### src/rtl/ccfr_pkg.sv
// Shared types, codes and the CRC-8 byte step for the COBS frame receiver.
package ccfr_pkg;

  typedef enum logic [1:0] {
    KIND_ID      = 2'd0,
    KIND_PAYLOAD = 2'd1,
    KIND_ACCEPT  = 2'd2,
    KIND_REJECT  = 2'd3
  } kind_t;

  typedef enum logic [2:0] {
    ERR_NONE      = 3'd0,
    ERR_CRC       = 3'd1,
    ERR_MALFORMED = 3'd2,
    ERR_OVERFLOW  = 3'd3,
    ERR_SHORT     = 3'd4
  } err_t;

  localparam logic [7:0] CODE_FULL = 8'hff;
  localparam logic [7:0] CRC_POLY  = 8'h07;
  localparam logic [7:0] COUNT_MAX = 8'hff;

  // Decoded event handed from the front end to the back end.
  typedef struct packed {
    logic       is_end;    // frame delimiter seen
    logic [7:0] data;      // decoded byte when not an end
    err_t       err;       // front-end verdict on an end (none, malformed, overflow)
  } cmd_t;

  typedef struct packed {
    logic [7:0] data;
    kind_t      kind;
    err_t       err;
    logic [7:0] payload_count;
  } result_t;

  // CRC-8, MSB first, one byte.
  function automatic logic [7:0] crc8_step(input logic [7:0] crc, input logic [7:0] v);
    logic [7:0] c;
    c = crc ^ v;
    for (int b = 0; b < 8; b++) begin
      if (c[7]) begin
        c = {c[6:0], 1'b0} ^ CRC_POLY;
      end else begin
        c = {c[6:0], 1'b0};
      end
    end
    return c;
  endfunction

endpackage

### src/rtl/ccfr_fifo.sv
// Small first-in first-out queue of packed words.
module ccfr_fifo #(
  parameter int WIDTH = 8,
  parameter int DEPTH = 2
) (
  input  logic             clk,
  input  logic             rst_n,
  input  logic             push,
  input  logic [WIDTH-1:0] wdata,
  output logic             full,
  input  logic             pop,
  output logic [WIDTH-1:0] rdata,
  output logic             empty
);
  localparam int PW = (DEPTH > 1) ? $clog2(DEPTH) : 1;
  localparam int CW = $clog2(DEPTH + 1);

  logic [WIDTH-1:0] mem_r [DEPTH];
  logic [PW-1:0]    wptr_r, wptr_nxt;
  logic [PW-1:0]    rptr_r, rptr_nxt;
  logic [CW-1:0]    count_r, count_nxt;
  logic             do_push, do_pop;

  assign full    = (count_r == CW'(DEPTH));
  assign empty   = (count_r == '0);
  assign do_push = push && !full;
  assign do_pop  = pop && !empty;
  assign rdata   = mem_r[rptr_r];

  always_comb begin
    wptr_nxt  = wptr_r;
    rptr_nxt  = rptr_r;
    count_nxt = count_r;
    if (do_push) begin
      wptr_nxt = (wptr_r == PW'(DEPTH - 1)) ? '0 : wptr_r + PW'(1);
    end
    if (do_pop) begin
      rptr_nxt = (rptr_r == PW'(DEPTH - 1)) ? '0 : rptr_r + PW'(1);
    end
    if (do_push && !do_pop) begin
      count_nxt = count_r + CW'(1);
    end else if (do_pop && !do_push) begin
      count_nxt = count_r - CW'(1);
    end
  end

  always_ff @(posedge clk) begin
    if (!rst_n) begin
      wptr_r  <= '0;
      rptr_r  <= '0;
      count_r <= '0;
    end else begin
      wptr_r  <= wptr_nxt;
      rptr_r  <= rptr_nxt;
      count_r <= count_nxt;
    end
  end

  always_ff @(posedge clk) begin
    if (do_push) begin
      mem_r[wptr_r] <= wdata;
    end
  end

endmodule

### src/rtl/ccfr_front.sv
// Front end: COBS block tracking, raw byte limit and fault capture.
module ccfr_front #(
  parameter int MAX_RAW_BYTES = 255
) (
  input  logic               clk,
  input  logic               rst_n,
  input  logic               in_push,
  input  logic [7:0]         in_byte,
  output logic               in_full,
  output logic               cmd_push,
  output ccfr_pkg::cmd_t     cmd,
  input  logic               cmd_full
);
  import ccfr_pkg::*;

  logic [7:0] blk_rem_r, blk_rem_nxt;
  logic       zero_pend_r, zero_pend_nxt;
  logic [7:0] raw_cnt_r, raw_cnt_nxt;
  err_t       fault_r, fault_nxt;
  logic       accept;

  assign in_full = cmd_full;
  assign accept  = in_push && !cmd_full;

  always_comb begin
    blk_rem_nxt   = blk_rem_r;
    zero_pend_nxt = zero_pend_r;
    raw_cnt_nxt   = raw_cnt_r;
    fault_nxt     = fault_r;
    cmd_push      = 1'b0;
    cmd.is_end    = 1'b0;
    cmd.data      = in_byte;
    cmd.err       = ERR_NONE;
    if (accept) begin
      if (in_byte == 8'h00) begin
        cmd_push   = 1'b1;
        cmd.is_end = 1'b1;
        cmd.data   = 8'h00;
        if (fault_r != ERR_NONE) begin
          cmd.err = fault_r;
        end else if (blk_rem_r != 8'h00) begin
          cmd.err = ERR_MALFORMED;
        end
        blk_rem_nxt   = 8'h00;
        zero_pend_nxt = 1'b0;
        raw_cnt_nxt   = 8'h00;
        fault_nxt     = ERR_NONE;
      end else if (fault_r != ERR_NONE) begin
        // faulted frame: swallow bytes until the delimiter
      end else if (raw_cnt_r >= 8'(MAX_RAW_BYTES)) begin
        fault_nxt = ERR_OVERFLOW;
      end else begin
        raw_cnt_nxt = raw_cnt_r + 8'd1;
        if (blk_rem_r == 8'h00) begin
          // code byte: release the implied zero of the previous block
          cmd_push      = zero_pend_r;
          cmd.data      = 8'h00;
          blk_rem_nxt   = in_byte - 8'd1;
          zero_pend_nxt = (in_byte != CODE_FULL);
        end else begin
          cmd_push    = 1'b1;
          blk_rem_nxt = blk_rem_r - 8'd1;
        end
      end
    end
  end

  always_ff @(posedge clk) begin
    if (!rst_n) begin
      blk_rem_r   <= '0;
      zero_pend_r <= 1'b0;
      raw_cnt_r   <= '0;
      fault_r     <= ERR_NONE;
    end else begin
      blk_rem_r   <= blk_rem_nxt;
      zero_pend_r <= zero_pend_nxt;
      raw_cnt_r   <= raw_cnt_nxt;
      fault_r     <= fault_nxt;
    end
  end

endmodule

### src/rtl/ccfr_back.sv
// Back end: decoded byte counting, CRC check and result formation.
module ccfr_back (
  input  logic                clk,
  input  logic                rst_n,
  input  logic                cmd_empty,
  input  ccfr_pkg::cmd_t      cmd,
  output logic                cmd_pop,
  input  logic                res_full,
  output logic                res_push,
  output ccfr_pkg::result_t   res
);
  import ccfr_pkg::*;

  logic [7:0] dec_cnt_r, dec_cnt_nxt;
  logic [7:0] crc_r, crc_nxt;
  logic [7:0] rx_crc_r, rx_crc_nxt;
  err_t       end_err;

  assign cmd_pop = !cmd_empty && !res_full;

  always_comb begin
    if (cmd.err != ERR_NONE) begin
      end_err = cmd.err;
    end else if (dec_cnt_r < 8'd2) begin
      end_err = ERR_SHORT;
    end else if (rx_crc_r != crc_r) begin
      end_err = ERR_CRC;
    end else begin
      end_err = ERR_NONE;
    end
  end

  always_comb begin
    dec_cnt_nxt       = dec_cnt_r;
    crc_nxt           = crc_r;
    rx_crc_nxt        = rx_crc_r;
    res_push          = 1'b0;
    res.data          = cmd.data;
    res.kind          = KIND_PAYLOAD;
    res.err           = ERR_NONE;
    res.payload_count = 8'h00;
    if (cmd_pop) begin
      if (cmd.is_end) begin
        res_push          = 1'b1;
        res.data          = 8'h00;
        res.kind          = (end_err == ERR_NONE) ? KIND_ACCEPT : KIND_REJECT;
        res.err           = end_err;
        res.payload_count = (dec_cnt_r >= 8'd2) ? dec_cnt_r - 8'd2 : 8'h00;
        dec_cnt_nxt       = 8'h00;
        crc_nxt           = 8'h00;
        rx_crc_nxt        = 8'h00;
      end else begin
        if (dec_cnt_r != COUNT_MAX) begin
          dec_cnt_nxt = dec_cnt_r + 8'd1;
        end
        if (dec_cnt_r == 8'd0) begin
          // first decoded byte carries the frame CRC
          rx_crc_nxt = cmd.data;
        end else begin
          crc_nxt  = crc8_step(crc_r, cmd.data);
          res_push = 1'b1;
          res.kind = (dec_cnt_r == 8'd1) ? KIND_ID : KIND_PAYLOAD;
        end
      end
    end
  end

  always_ff @(posedge clk) begin
    if (!rst_n) begin
      dec_cnt_r <= '0;
      crc_r     <= '0;
      rx_crc_r  <= '0;
    end else begin
      dec_cnt_r <= dec_cnt_nxt;
      crc_r     <= crc_nxt;
      rx_crc_r  <= rx_crc_nxt;
    end
  end

endmodule

### src/rtl/cobs_crc8_frame_receiver.sv
// Top level of the COBS frame receiver with CRC-8 check.
//
//   channel  | ports                                             | transfer when
//   ---------+---------------------------------------------------+---------------------
//   input    | in_byte, in_push, in_full                         | in_push && !in_full
//   result   | out_byte, out_kind, out_error_code,               | out_pop && !out_empty
//            | out_payload_count, out_empty, out_pop             |
//
// One raw byte per cycle while in_full is low; a byte's result is registered in the
// event queue and then the result queue before it shows on the result ports (front
// end into a 2-entry event queue, back end into a 2-entry result queue). Each stage
// takes one byte per cycle while its output queue has room; CRC-8 runs combinationally.
// Synchronous active-low reset empties both queues and clears the frame state.
// A stalled result side fills the result queue, then the event queue, then
// raises in_full; bytes that produce no event are still taken while space remains.
module cobs_crc8_frame_receiver #(
  parameter int MAX_RAW_BYTES = 255
) (
  input  logic                 clk,
  input  logic                 rst_n,
  input  logic [7:0]           in_byte,
  input  logic                 in_push,
  output logic                 in_full,
  output logic [7:0]           out_byte,
  output ccfr_pkg::kind_t      out_kind,
  output ccfr_pkg::err_t       out_error_code,
  output logic [7:0]           out_payload_count,
  output logic                 out_empty,
  input  logic                 out_pop
);
  import ccfr_pkg::*;

  localparam int CMD_W = $bits(cmd_t);
  localparam int RES_W = $bits(result_t);

  logic    cmd_push, cmd_full, cmd_empty, cmd_pop;
  cmd_t    cmd_in, cmd_out;
  logic    res_push, res_full;
  result_t res_in, res_out;

  ccfr_front #(.MAX_RAW_BYTES(MAX_RAW_BYTES)) u_front (
    .clk      (clk),
    .rst_n    (rst_n),
    .in_push  (in_push),
    .in_byte  (in_byte),
    .in_full  (in_full),
    .cmd_push (cmd_push),
    .cmd      (cmd_in),
    .cmd_full (cmd_full)
  );

  ccfr_fifo #(.WIDTH(CMD_W), .DEPTH(2)) u_cmd_q (
    .clk   (clk),
    .rst_n (rst_n),
    .push  (cmd_push),
    .wdata (cmd_in),
    .full  (cmd_full),
    .pop   (cmd_pop),
    .rdata (cmd_out),
    .empty (cmd_empty)
  );

  ccfr_back u_back (
    .clk       (clk),
    .rst_n     (rst_n),
    .cmd_empty (cmd_empty),
    .cmd       (cmd_out),
    .cmd_pop   (cmd_pop),
    .res_full  (res_full),
    .res_push  (res_push),
    .res       (res_in)
  );

  ccfr_fifo #(.WIDTH(RES_W), .DEPTH(2)) u_res_q (
    .clk   (clk),
    .rst_n (rst_n),
    .push  (res_push),
    .wdata (res_in),
    .full  (res_full),
    .pop   (out_pop),
    .rdata (res_out),
    .empty (out_empty)
  );

  assign out_byte          = res_out.data;
  assign out_kind          = res_out.kind;
  assign out_error_code    = res_out.err;
  assign out_payload_count = res_out.payload_count;

endmodule

### config.mk
export PLATFORM = sky130hd
export DESIGN_NAME = cobs_crc8_frame_receiver
export DESIGN_NICKNAME = d
export VERILOG_FILES = /design/src/rtl/ccfr_pkg.sv /design/src/rtl/ccfr_fifo.sv /design/src/rtl/ccfr_front.sv /design/src/rtl/ccfr_back.sv /design/src/rtl/cobs_crc8_frame_receiver.sv
export SDC_FILE = /design/constraint.sdc
export NUM_CORES = 1
export LEC_CHECK = 0
export BUFFER_PORTS_ARGS = -buffer_cell sky130_fd_sc_hd__buf_4
export CORE_MARGIN = 5
export CORE_UTILIZATION = 30
export DETAILED_ROUTE_END_ITERATION = 8
export MAX_ROUTING_LAYER = met4
export PLACE_DENSITY = 0.46
export SLEW_MARGIN = 30
export SYNTH_ARGS = -nofsm -noshare
export SYNTH_HDL_FRONTEND = slang
export SYNTH_SLANG_ARGS = --single-unit
### constraint.sdc
create_clock -name clk -period 3.65 [get_ports clk]
set_clock_uncertainty 0.1 [all_clocks]
set_input_delay 0.365 -clock clk [delete_from_list [all_inputs] [get_ports clk]]
set_output_delay 0.365 -clock clk [all_outputs]
set_load 0.02 [all_outputs]
==> results.yml, run 1 <==
status:
  outcome: "finished, final reports clean"
clocking:
  clk_latency_ps: 410
  numCtsBuffers: 17
  clock-sinks: 116
  tritoncts: "done"
  clock_tree.root_cell: "sky130_fd_sc_hd__clkbuf_16"
  cts_resized: 0
  clk_transition_reported_paths_ps: 60
  post_cts_hold_buffer_count: 0
  clock_path_buffers: 2
  cts.htree.levels: 4
  cts.repair_timing.setup_buffer_count: 0
setup_path:
  path_cells: "or4_4, or3_1, o21a_1, o21ai_2, inv_1, ha_1, or3_1, a21boi_0"
  critical_path.endpoint_type: "register"
  timing_worst_setup_path_type: "register to register"
  timing.critical_path.slowest_cell_delay_ps: 570
  crit_slowest_cell: "sky130_fd_sc_hd__or4_4"
  critical-path-top-cell-by-count: "sky130_fd_sc_hd__or3_1"
  worst_setup_path_start_kind: "register"
  required_ps: 3890
  crit_path_max_fanout: 7
  critPathArrivalTime_ps: 2980
global_routing:
  grt_usage_pct: 11.24
  total_congestion_overflow_after_global_routing: 0
  grt_first_pass_wirelength_um: 18820
  vias_in_the_first_global_route: 3749
  grt_start_max_net_pins: 41
  antenna_found_initial: 0
job:
  maxCapViolCount: 0
sta:
  count_of_final_max_slew_check_failures: 0
  fmax_ghz: 0.3647
  finalSetupViolations: 0
  rsz0062_at_grt: "no"
  finalWorstSetupSlack_ps: 908.1
  timing_hold_violations_final: 0
  timing.setup.tns_ps: 0
  final_min_period_over_clock_period_pct: 75.12
  tightestPinTransition_ps: 788.8
  slew_headroom_pct: 47.34
  final_period_minus_worst_setup_slack_ps: 2742
yosys:
  synth-edff-count: 64
  synth-seq-cells: 116
  syn-mean-instance-area_sq_um: 11.22
  async_reset_ff_share_pct: 0
  syn-cell-area_sq_mm: 0.005599
  postSynthNetCount: 521
  synthDistinctLibCells: 63
  yosysWarningCount: 0
  ys_top_cells_by_area: "sky130_fd_sc_hd__edfxtp_1 34%, sky130_fd_sc_hd__dfxtp_1 19%, sky130_fd_sc_hd__xnor2_1 5.0%, sky130_fd_sc_hd__mux2_2 4.6%, sky130_fd_sc_hd__xor2_1 3.4%"
  library_cell_occupying_the_most_area_in_the_post_synthesis_netlist: "sky130_fd_sc_hd__edfxtp_1"
  yosysSeqAreaShare_pct: 52.92
  ys.flop_type: "sky130_fd_sc_hd__edfxtp_1"
  gate_count_of_the_mapped_netlist: 499
  yosysTopAreaCellShare_pct: 34.32
placed_design:
  pre_cts_slack_ps: 945.3
  port_buffers: 34
  placement.cell_area_sq_mm: 0.006092
  detailed_place_hpwl_um: 8026
  finalWeightedCongestion: 0.8366
floorplanning:
  die_x_um: 146.6
  std_cell_rows: 50
  die-height_um: 146.6
  die_area_sq_mm: 0.02150
  start_util_pct: 30.24
  io_pins: 35
  core_area_sq_mm: 0.01852
cells_and_area:
  antenna_cells_inserted: 0
  layout.core_utilization_pct: 36.18
  final-seq-area_sq_mm: 0.002964
  layout-area-overhead-vs-synth_pct: 19.66
  multiInputGateArea_sq_mm: 0.002494
  nFillCells: 1839
  nets: 562
  post_route_cells_drive_above_1_share_pct: 20.80
  finish.instance_area_sq_mm: 0.006700
detailed_routing:
  vias_per_cell: 4.682
  dr_total_vias: 3685
  wl_um: 11360
  route.detailed.drc: 0
  route.antenna.remaining_nets: 0
  routed_wire_length_per_instance_um: 14.44
  drt_iter0_markers: 163
  detail_route.first_pass.iterations: 4
power_and_ir_drop:
  p_per_cell_area_mw_per_mm2: 903.7
  ir_worst_vdd_mv: 0.3903
  report.power.total_uw: 6055
  static-leakage-power_uw: 0.002510
hold_path:
  worst_hold_path_type: "input pin to register"
where the power goes:
part	internal, uW	switching (uW)
clock network	1080	619
logic	1060	1290
registers	1790	217
total	3930	2120
synth_stat cells, types with 2 or more instances:
master                      number
sky130_fd_sc_hd__nor2b_1        15
sky130_fd_sc_hd__or3_1           8
sky130_fd_sc_hd__nand2_1        29
sky130_fd_sc_hd__a22oi_1         2
sky130_fd_sc_hd__o211ai_1        3
sky130_fd_sc_hd__mux2i_1        12
sky130_fd_sc_hd__dfxtp_1        52
sky130_fd_sc_hd__and2b_1         4
sky130_fd_sc_hd__a21oi_1        17
sky130_fd_sc_hd__or4_4           2
sky130_fd_sc_hd__or3_2           3
sky130_fd_sc_hd__a21o_1          5
sky130_fd_sc_hd__nor2_1         47
sky130_fd_sc_hd__nor3_1          9
sky130_fd_sc_hd__a22o_1          2
sky130_fd_sc_hd__mux2_2         23
sky130_fd_sc_hd__buf_6           3
sky130_fd_sc_hd__edfxtp_1       64
sky130_fd_sc_hd__o21ai_1         2
sky130_fd_sc_hd__and2_1         18
sky130_fd_sc_hd__nor4_1          4
sky130_fd_sc_hd__a31oi_1         2
sky130_fd_sc_hd__o21ai_2         2
sky130_fd_sc_hd__o21a_1          3
sky130_fd_sc_hd__o21bai_1        2
sky130_fd_sc_hd__nand2b_1        3
sky130_fd_sc_hd__xnor2_1        32
sky130_fd_sc_hd__o22ai_1         3
sky130_fd_sc_hd__a21boi_0        4
sky130_fd_sc_hd__o32ai_1         2
sky130_fd_sc_hd__buf_4           2
sky130_fd_sc_hd__nand4_1         5
sky130_fd_sc_hd__inv_1          14
sky130_fd_sc_hd__a2bb2oi_1       8
sky130_fd_sc_hd__o21ai_0        14
sky130_fd_sc_hd__xor2_1         22
sky130_fd_sc_hd__nor3b_1         2
sky130_fd_sc_hd__nand3_1        10
sky130_fd_sc_hd__nand3b_1        2
sky130_fd_sc_hd__ha_1           10
sky130_fd_sc_hd__and4_1          2
sky130_fd_sc_hd__clkbuf_1       10
final timing paths:
kind                                                         from                                end  slack, ps  depth (start not counted)
worst max register to register  u_front.blk_rem_r[3]$_SDFFE_PN0P_    u_cmd_q.count_r[1]$_SDFFE_PN0P_        910                          8
worst max-delay path            u_front.blk_rem_r[3]$_SDFFE_PN0P_    u_cmd_q.count_r[1]$_SDFFE_PN0P_        910                          8
worst min-delay path                                   in_byte[7]  u_front.blk_rem_r[7]$_SDFFE_PN0P_        150                          3
worst min register to register   u_front.zero_pend_r$_SDFFE_PN0P_   u_front.zero_pend_r$_SDFFE_PN0P_        380                          2
cell families (layout without fill, tap and decap cells):
kind of cell	count (synthesis)	in the layout	synth area share (%)
adders and majority gates	10	10	2.235
muxes	36	36	7.017
AOI/OAI and AO/OA	78	78	9.520
xor gates and xnor gates	56	56	9.140
and+or+nand+nor	172	172	16.54
buffers and inverters	31	85	2.637
DFF	116	116	52.92
registers in the layout, indices dropped and copies added, names as in the netlist, 2 cells and up, named ones only:
| register | cells |
|---|---|
| u_front.blk_rem_r | 8 |
| u_res_q.mem_r | 42 |
| u_back.rx_crc_r | 8 |
| u_res_q.count_r | 2 |
| u_cmd_q.mem_r | 22 |
| u_cmd_q.count_r | 2 |
| u_back.dec_cnt_r | 8 |
| u_front.raw_cnt_r | 8 |
| u_back.crc_r | 8 |
per-stage QoR:
step	cells	hold slack, ps
finish	787	152.9
global route	787	169.5
CTS	787	141.1
detailed placement	755	374.1
global placement	755	385.0
floorplan	499	349.2
cell type report:
type                    count  area share [%]
clock buffers              17           6.349
inverters                  15          0.8403
flip-flops and latches    116           44.24
multi-input cells         352           37.22
repair buffers             38           4.258
well taps                 234           4.370
clock inverters            15           2.726
layer usage:
metal,share of wire (%),up-vias,routed length [um],track usage [%]
met5,0,-,0,-
met4,1.2,0,134,3.198
met2,45,72,5088,17.05
met1,50,1732,5644,14.24
met3,4.4,13,495,3.942
li1,-,1868,-,-
critical path, delay by kind of cell (launching register included):
family / cells / cell delay (ps)
AOI/OAI and AO/OA: 3 / 500
adders and majority gates: 1 / 310
buffers and inverters: 1 / 70
DFF: 1 / 350
and+or+nand+nor: 3 / 1320
layout by cell type, fill, tap and decap left out, types with 3 or more instances in the layout:
master                       Yosys  layout
sky130_fd_sc_hd__o22ai_1         3       3
sky130_fd_sc_hd__nor2b_1        15      15
sky130_fd_sc_hd__o211ai_1        3       3
sky130_fd_sc_hd__inv_1          14      14
sky130_fd_sc_hd__nand3_1        10      10
sky130_fd_sc_hd__clkinvlp_4      0       3
sky130_fd_sc_hd__buf_4           2      38
sky130_fd_sc_hd__o21a_1          3       3
sky130_fd_sc_hd__edfxtp_1       64      64
sky130_fd_sc_hd__o21ai_0        14      14
sky130_fd_sc_hd__ha_1           10      10
sky130_fd_sc_hd__clkbuf_16       0      17
sky130_fd_sc_hd__and2_1         18      18
sky130_fd_sc_hd__nand2_1        29      29
sky130_fd_sc_hd__and2b_1         4       4
sky130_fd_sc_hd__nand2b_1        3       3
sky130_fd_sc_hd__nand4_1         5       5
sky130_fd_sc_hd__nor4_1          4       4
sky130_fd_sc_hd__a21boi_0        4       4
sky130_fd_sc_hd__or3_2           3       3
sky130_fd_sc_hd__xor2_1         22      22
sky130_fd_sc_hd__a21o_1          5       5
sky130_fd_sc_hd__mux2_2         23      23
sky130_fd_sc_hd__mux2i_1        12      12
sky130_fd_sc_hd__clkinv_4        0       5
sky130_fd_sc_hd__or3_1           8       8
sky130_fd_sc_hd__a2bb2oi_1       8       8
sky130_fd_sc_hd__nor3_1          9       9
sky130_fd_sc_hd__a21oi_1        17      17
sky130_fd_sc_hd__xnor2_1        32      32
sky130_fd_sc_hd__dfxtp_1        52      51
sky130_fd_sc_hd__bufinv_16       0       3
sky130_fd_sc_hd__nor2_2          1       3
sky130_fd_sc_hd__nor2_1         47      45
Note: power is estimated with default switching activity, not from simulation.
==> run 2, diff against run 1 <==
==> constraint.sdc (replaced) <==
create_clock -name clk -period 2.8 [get_ports clk]
set_clock_uncertainty 0.1 [all_clocks]
set_input_delay 0.28 -clock clk [delete_from_list [all_inputs] [get_ports clk]]
set_output_delay 0.28 -clock clk [all_outputs]
set_load 0.02 [all_outputs]
==> run 2 against run 1 <==
  * Maximum frequency up 1.6%
  * Combinational power up 39%
  * First-iteration DRC count down 25%
  * Total power up 34%
  * Critical path type unchanged
  * Count of clock-buffer cells in the layout unchanged
  * Hold slack worse by 83 ps
  * Largest power group unchanged
  * Core utilization up 0.66 points
  * Global-route usage up 0.39 points
  * Sequential power up 27%
  * Sequential share of layout area down 0.81 points
  * Highest routed layer unchanged
  * Sequential cell count unchanged
  * Critical path depth unchanged
==> results.yml, run 2 (synthesis gave the netlist of run 1 again) <==
hold_path:
  min_from: "in_byte[7]"
  worst_hold_path_type: "input pin to register"
cells_and_area:
  largest_register_ff_count: 42
  nFillCells: 1856
  largest-register: "u_res_q.mem_r"
  post_route_cells_drive_above_1_share_pct: 22.65
  biggestRegsByFlops: "u_res_q.mem_r (42), u_cmd_q.mem_r (22)"
  antenna_cells_inserted: 0
  layout-area-overhead-vs-synth_pct: 21.83
  nets: 574
  commonest_non_fill_non_tap_cells_in_the_layout: "64 x sky130_fd_sc_hd__edfxtp_1, 52 x sky130_fd_sc_hd__dfxtp_1, 50 x sky130_fd_sc_hd__buf_4"
  layout.cells.most_common: "sky130_fd_sc_hd__edfxtp_1"
sta:
  rsz0062_at_grt: "no"
  slew_headroom_pct: 51.94
  tightestPinTransition_ps: 720.8
  timing_hold_violations_final: 0
  count_of_final_max_slew_check_failures: 0
  timing.setup.tns_ps: 0
  finalSetupViolations: 0
  final_period_minus_worst_setup_slack_ps: 2699
  final_min_period_over_clock_period_pct: 96.39
  fmax_ghz: 0.3705
  holdWs_ps: 70.39
global_routing:
  grt_start_max_net_pins: 41
  met2_track_demand_over_resource_in_global_routing_pct: 17.72
  met3_usage_pct: 3.569
  vias_in_the_first_global_route: 3962
  total_congestion_overflow_after_global_routing: 0
  busiest_layer: "met2"
  met1_usage_pct: 14.60
  antenna_found_initial: 0
  grt_first_pass_wirelength_um: 19660
  grt_usage_pct: 11.64
floorplanning:
  die_area_sq_mm: 0.02150
  die_x_um: 146.6
  std_cell_rows: 50
  die-height_um: 146.6
  start_util_pct: 30.24
  core_area_sq_mm: 0.01852
  io_pins: 35
detailed_routing:
  vias_per_cell: 4.681
  routed_wire_length_per_instance_um: 14.52
  route.antenna.remaining_nets: 0
  dr_total_vias: 3740
  route.detailed.drc: 0
  drt_iter0_markers: 122
  detail_route.first_pass.iterations: 5
  wl_um: 11600
clocking:
  clock-sinks: 116
  clock_tree.root_cell: "sky130_fd_sc_hd__clkbuf_16"
  cts.htree.levels: 4
  clk_latency_ps: 410
  clock_path_buffers: 2
  numCtsBuffers: 17
  tritoncts: "done"
  clk_transition_reported_paths_ps: 60
setup_path:
  crit_path_max_fanout: 4
  critical_path.endpoint_type: "register"
  worstReg2RegStart: "u_front.blk_rem_r[4]$_SDFFE_PN0P_"
  critPathArrivalTime_ps: 2940
  timing_worst_setup_path_type: "register to register"
  required_ps: 3050
  worst_setup_path_start_kind: "register"
  setup.worst_path.start: "u_front.blk_rem_r[4]$_SDFFE_PN0P_"
power_and_ir_drop:
  report.power.total_uw: 8128
  static-leakage-power_uw: 0.002583
  p_per_cell_area_mw_per_mm2: 1191
  ir_worst_vdd_mv: 0.4939
job:
  maxCapViolCount: 0
placed_design:
  detailed_place_hpwl_um: 8282
  finalWeightedCongestion: 0.8434
  port_buffers: 34
status:
  outcome: "finished, final reports clean"
[run 2: cell types whose count changed in the layout (fill, tap and decap cells not counted), sizes merged]
cell	delta
buf	+12
bufinv	+1
clkinvlp	-1
[run 2: worst paths after layout]
check / end / depth (start not counted) / slack (ps)
min reg2reg: u_front.zero_pend_r$_SDFFE_PN0P_ / 2 / 380
max reg2reg: u_cmd_q.count_r[1]$_SDFFE_PN0P_ / 8 / 100
min: u_front.blk_rem_r[7]$_SDFFE_PN0P_ / 3 / 70
max: u_cmd_q.count_r[1]$_SDFFE_PN0P_ / 8 / 100
[run 2: stage by stage]
step           instance area, sq um  worst slack (ps)  cells  utilization [%]
4_1_cts                        6803             71.17    798            36.74
3_3_place_gp                   6173             176.3    766            33.34
6_report                       6822             100.9    799            36.84
2_1_floorplan                  5599             203.8    499                -
5_1_grt                        6822             9.159    799            36.84
3_5_place_dp                   6173             86.32    766            33.34
[run 2: final cells by class]
type | instances | area (sq um) | share of cell area, %
clock inverter | 15 | 203.9 | 2.990
inverter | 15 | 56.30 | 0.8254
tap | 234 | 292.8 | 4.292
timing repair buffer | 50 | 375.4 | 5.503
clock buffer | 17 | 425.4 | 6.236
multi-input combinational | 352 | 2505 | 36.72
sequential | 116 | 2963 | 43.43
[run 2: critical path, cell delays in order (launching register included)]
cell	delay [ps]
sky130_fd_sc_hd__dfxtp_1	340
sky130_fd_sc_hd__or4_4	550
sky130_fd_sc_hd__or3_4	390
sky130_fd_sc_hd__o21a_1	190
sky130_fd_sc_hd__o21ai_2	180
sky130_fd_sc_hd__inv_1	80
sky130_fd_sc_hd__ha_1	310
sky130_fd_sc_hd__or3_1	370
sky130_fd_sc_hd__a21boi_2	130
[run 2: power by group]
group	total, uW	switching [uW]	internal, uW
combinational	3260	1790	1480
clock	2300	810	1490
sequential	2560	226	2330
[run 2: repair_timing]
item | in CTS | in global routing
endpoints found under the setup margin | 0 | 1
resized for setup | 0 | 3
buffers inserted | 0 | 1
hold buffers | 0 | 0
[run 2: routing by layer]
metal / wire [um] / up-vias
li1: - / 1889
met1: 5670 / 1758
met2: 5257 / 78
met3: 482 / 15
met4: 189 / 0
met5: 0 / -
==> run 3, diff against run 2 <==
--- a/config.mk
+++ b/config.mk
@@ -6,11 +6,13 @@
 export NUM_CORES = 1
 export LEC_CHECK = 0
 export BUFFER_PORTS_ARGS = -buffer_cell sky130_fd_sc_hd__buf_4
+export CELL_PAD_IN_SITES_DETAIL_PLACEMENT = 0
+export CELL_PAD_IN_SITES_GLOBAL_PLACEMENT = 1
 export CORE_MARGIN = 5
 export CORE_UTILIZATION = 30
 export DETAILED_ROUTE_END_ITERATION = 8
 export MAX_ROUTING_LAYER = met4
-export PLACE_DENSITY = 0.46
+export PLACE_DENSITY = 0.54
 export SLEW_MARGIN = 30
 export SYNTH_ARGS = -nofsm -noshare
 export SYNTH_HDL_FRONTEND = slang
==> run 3 against run 2 <==
  * Total power shrank 3.6%
  * Sequential cell count is the same
  * Setup slack gained 59 ps
==> results.yml, run 3 (synthesis gave the netlist of run 1 again) <==
status:
  outcome: "finished, final reports clean"
hold_path:
  min_from: "in_byte[7]"
  holdPathStages: 3
  hold-path-endpoint: "u_front.blk_rem_r[7]$_SDFFE_PN0P_"
  worst_hold_path_type: "input pin to register"
floorplanning:
  die_x_um: 146.6
  std_cell_rows: 50
  start_util_pct: 30.24
  die-height_um: 146.6
  io_pins: 35
  core_area_sq_mm: 0.01852
  die_area_sq_mm: 0.02150
placed_design:
  port_buffers: 34
  detailed_place_hpwl_um: 8306
  pre_cts_slack_ps: 156.0
  finalWeightedCongestion: 0.8044
sta:
  slew_headroom_pct: 36.52
  timing.setup.tns_ps: 0
  timing_hold_violations_final: 0
  rsz0062_at_grt: "no"
  fmax_ghz: 0.3788
  finalWorstSetupSlack_ps: 160.1
  tightestPinTransition_ps: 948.7
  finalSetupViolations: 0
  count_of_final_max_slew_check_failures: 0
  final_period_minus_worst_setup_slack_ps: 2640
  final_min_period_over_clock_period_pct: 94.28
job:
  maxCapViolCount: 0
setup_path:
  timing.reg2reg.setup_slack_ps: 160
  setup.worst_path.start: "u_front.blk_rem_r[4]$_SDFFE_PN0P_"
  timing.reg2reg.worst_path_depth: 8
  required_ps: 3040
  critical_path.endpoint_type: "register"
  timing_worst_setup_path_type: "register to register"
  crit-reg2reg-capture: "u_cmd_q.count_r[1]$_SDFFE_PN0P_"
  crit_path_max_fanout: 4
  worstReg2RegStart: "u_front.blk_rem_r[4]$_SDFFE_PN0P_"
  critPathArrivalTime_ps: 2880
  worst_setup_path_start_kind: "register"
detailed_routing:
  routed_wire_length_per_instance_um: 14.17
  detail_route.first_pass.iterations: 4
  wl_um: 11360
  drt_iter0_markers: 137
  vias_per_cell: 4.612
  route.detailed.drc: 0
  route.antenna.remaining_nets: 0
  dr_total_vias: 3699
clocking:
  tritoncts: "done"
  cts.htree.levels: 4
  clock_path_buffers: 2
  numCtsBuffers: 17
  clk_latency_ps: 410
  post_cts_hold_buffer_count: 0
  clock_tree.root_cell: "sky130_fd_sc_hd__clkbuf_16"
  clk_transition_reported_paths_ps: 60
  clock-sinks: 116
  cts.repair_timing.setup_buffer_count: 0
global_routing:
  grt_first_pass_wirelength_um: 19200
  grt_start_max_net_pins: 41
  antenna_found_initial: 0
  total_congestion_overflow_after_global_routing: 0
  grt_usage_pct: 11.54
  vias_in_the_first_global_route: 3838
power_and_ir_drop:
  p_per_cell_area_mw_per_mm2: 1156
  static-leakage-power_uw: 0.002568
  ir_worst_vdd_mv: 0.4974
cells_and_area:
  biggestRegsByFlops: "u_res_q.mem_r (42), u_cmd_q.mem_r (22)"
  largest_register_ff_count: 42
  nets: 577
  layout-area-overhead-vs-synth_pct: 21.03
  antenna_cells_inserted: 0
  largest-register: "u_res_q.mem_r"
  layout.cells.most_common: "sky130_fd_sc_hd__edfxtp_1"
  commonest_non_fill_non_tap_cells_in_the_layout: "64 x sky130_fd_sc_hd__edfxtp_1, 53 x sky130_fd_sc_hd__buf_4, 51 x sky130_fd_sc_hd__dfxtp_1"
  post_route_cells_drive_above_1_share_pct: 23.06
==> run 3: cell types whose count changed in the layout (fill, tap and decap cells not counted), sizes merged <==
cell and delta:
inv +4, buf +3, bufinv -3, clkinv -3, clkinvlp +2
==> run 3: cell type report <==
type                       instances  area, sq um
inverter                          15        56.30
clock buffer                      17        425.4
tap                              234        292.8
timing repair buffer              53        397.9
sequential                       116         2964
clock inverter                    15        146.4
fill                            1855        11740
multi-input combinational        352         2494
==> run 3: worst max-delay path: stages, from the launching register on <==
cell                       delay [ps]
sky130_fd_sc_hd__dfxtp_1          330
sky130_fd_sc_hd__or4_4            540
sky130_fd_sc_hd__or3_1            390
sky130_fd_sc_hd__o21a_1           190
sky130_fd_sc_hd__o21ai_2          140
sky130_fd_sc_hd__inv_1             70
sky130_fd_sc_hd__ha_1             310
sky130_fd_sc_hd__or3_1            340
sky130_fd_sc_hd__a21boi_0         150
==> run 3: worst max path at each step <==
stage	slack, ps	endpoint	cells after the start
6_report	160	u_cmd_q.count_r[1]$_SDFFE_PN0P_	8
3_5_place_dp	160	u_cmd_q.count_r[1]$_SDFFE_PN0P_	8
4_1_cts	140	u_cmd_q.count_r[1]$_SDFFE_PN0P_	8
5_1_grt	30	u_cmd_q.count_r[1]$_SDFFE_PN0P_	8
3_3_place_gp	180	u_cmd_q.count_r[1]$_SDFFE_PN0P_	8
2_1_floorplan	200	u_res_q.mem_r[0][0]$_DFFE_PP_	5
==> run 3: timing repair <==
item                                   CTS  global route
resized for setup                        0             1
endpoints found under the hold margin    0             0
setup endpoints to repair                0             1
==> run 3: report_power, final <==
part	internal (uW)	total [uW]	leakage [uW]	switching [uW]
clock network	1240	2070	0.000269	829
registers	2340	2570	0.00101	228
logic	1470	3200	0.00129	1730
==> run 3: stage by stage <==
stage	utilization [%]	total power, uW	hold WS [ps]	std cells	cell area (sq um)
2_1_floorplan	-	4938	320.4	499	5599
3_3_place_gp	33.50	5813	363.5	770	6203
3_5_place_dp	33.50	5849	370.6	770	6203
4_1_cts	36.59	7970	51.50	802	6775
5_1_grt	36.59	8365	86.14	802	6777
6_report	36.59	7833	79.41	802	6777
==> run 3: routing by layer <==
metal | wire length (um) | vias up | global-route usage [%]
li1 | - | 1899 | -
met1 | 5491 | 1730 | 13.94
met2 | 5327 | 59 | 18.23
met3 | 437 | 11 | 3.786
met4 | 104 | 0 | 3.810
met5 | 0 | - | -
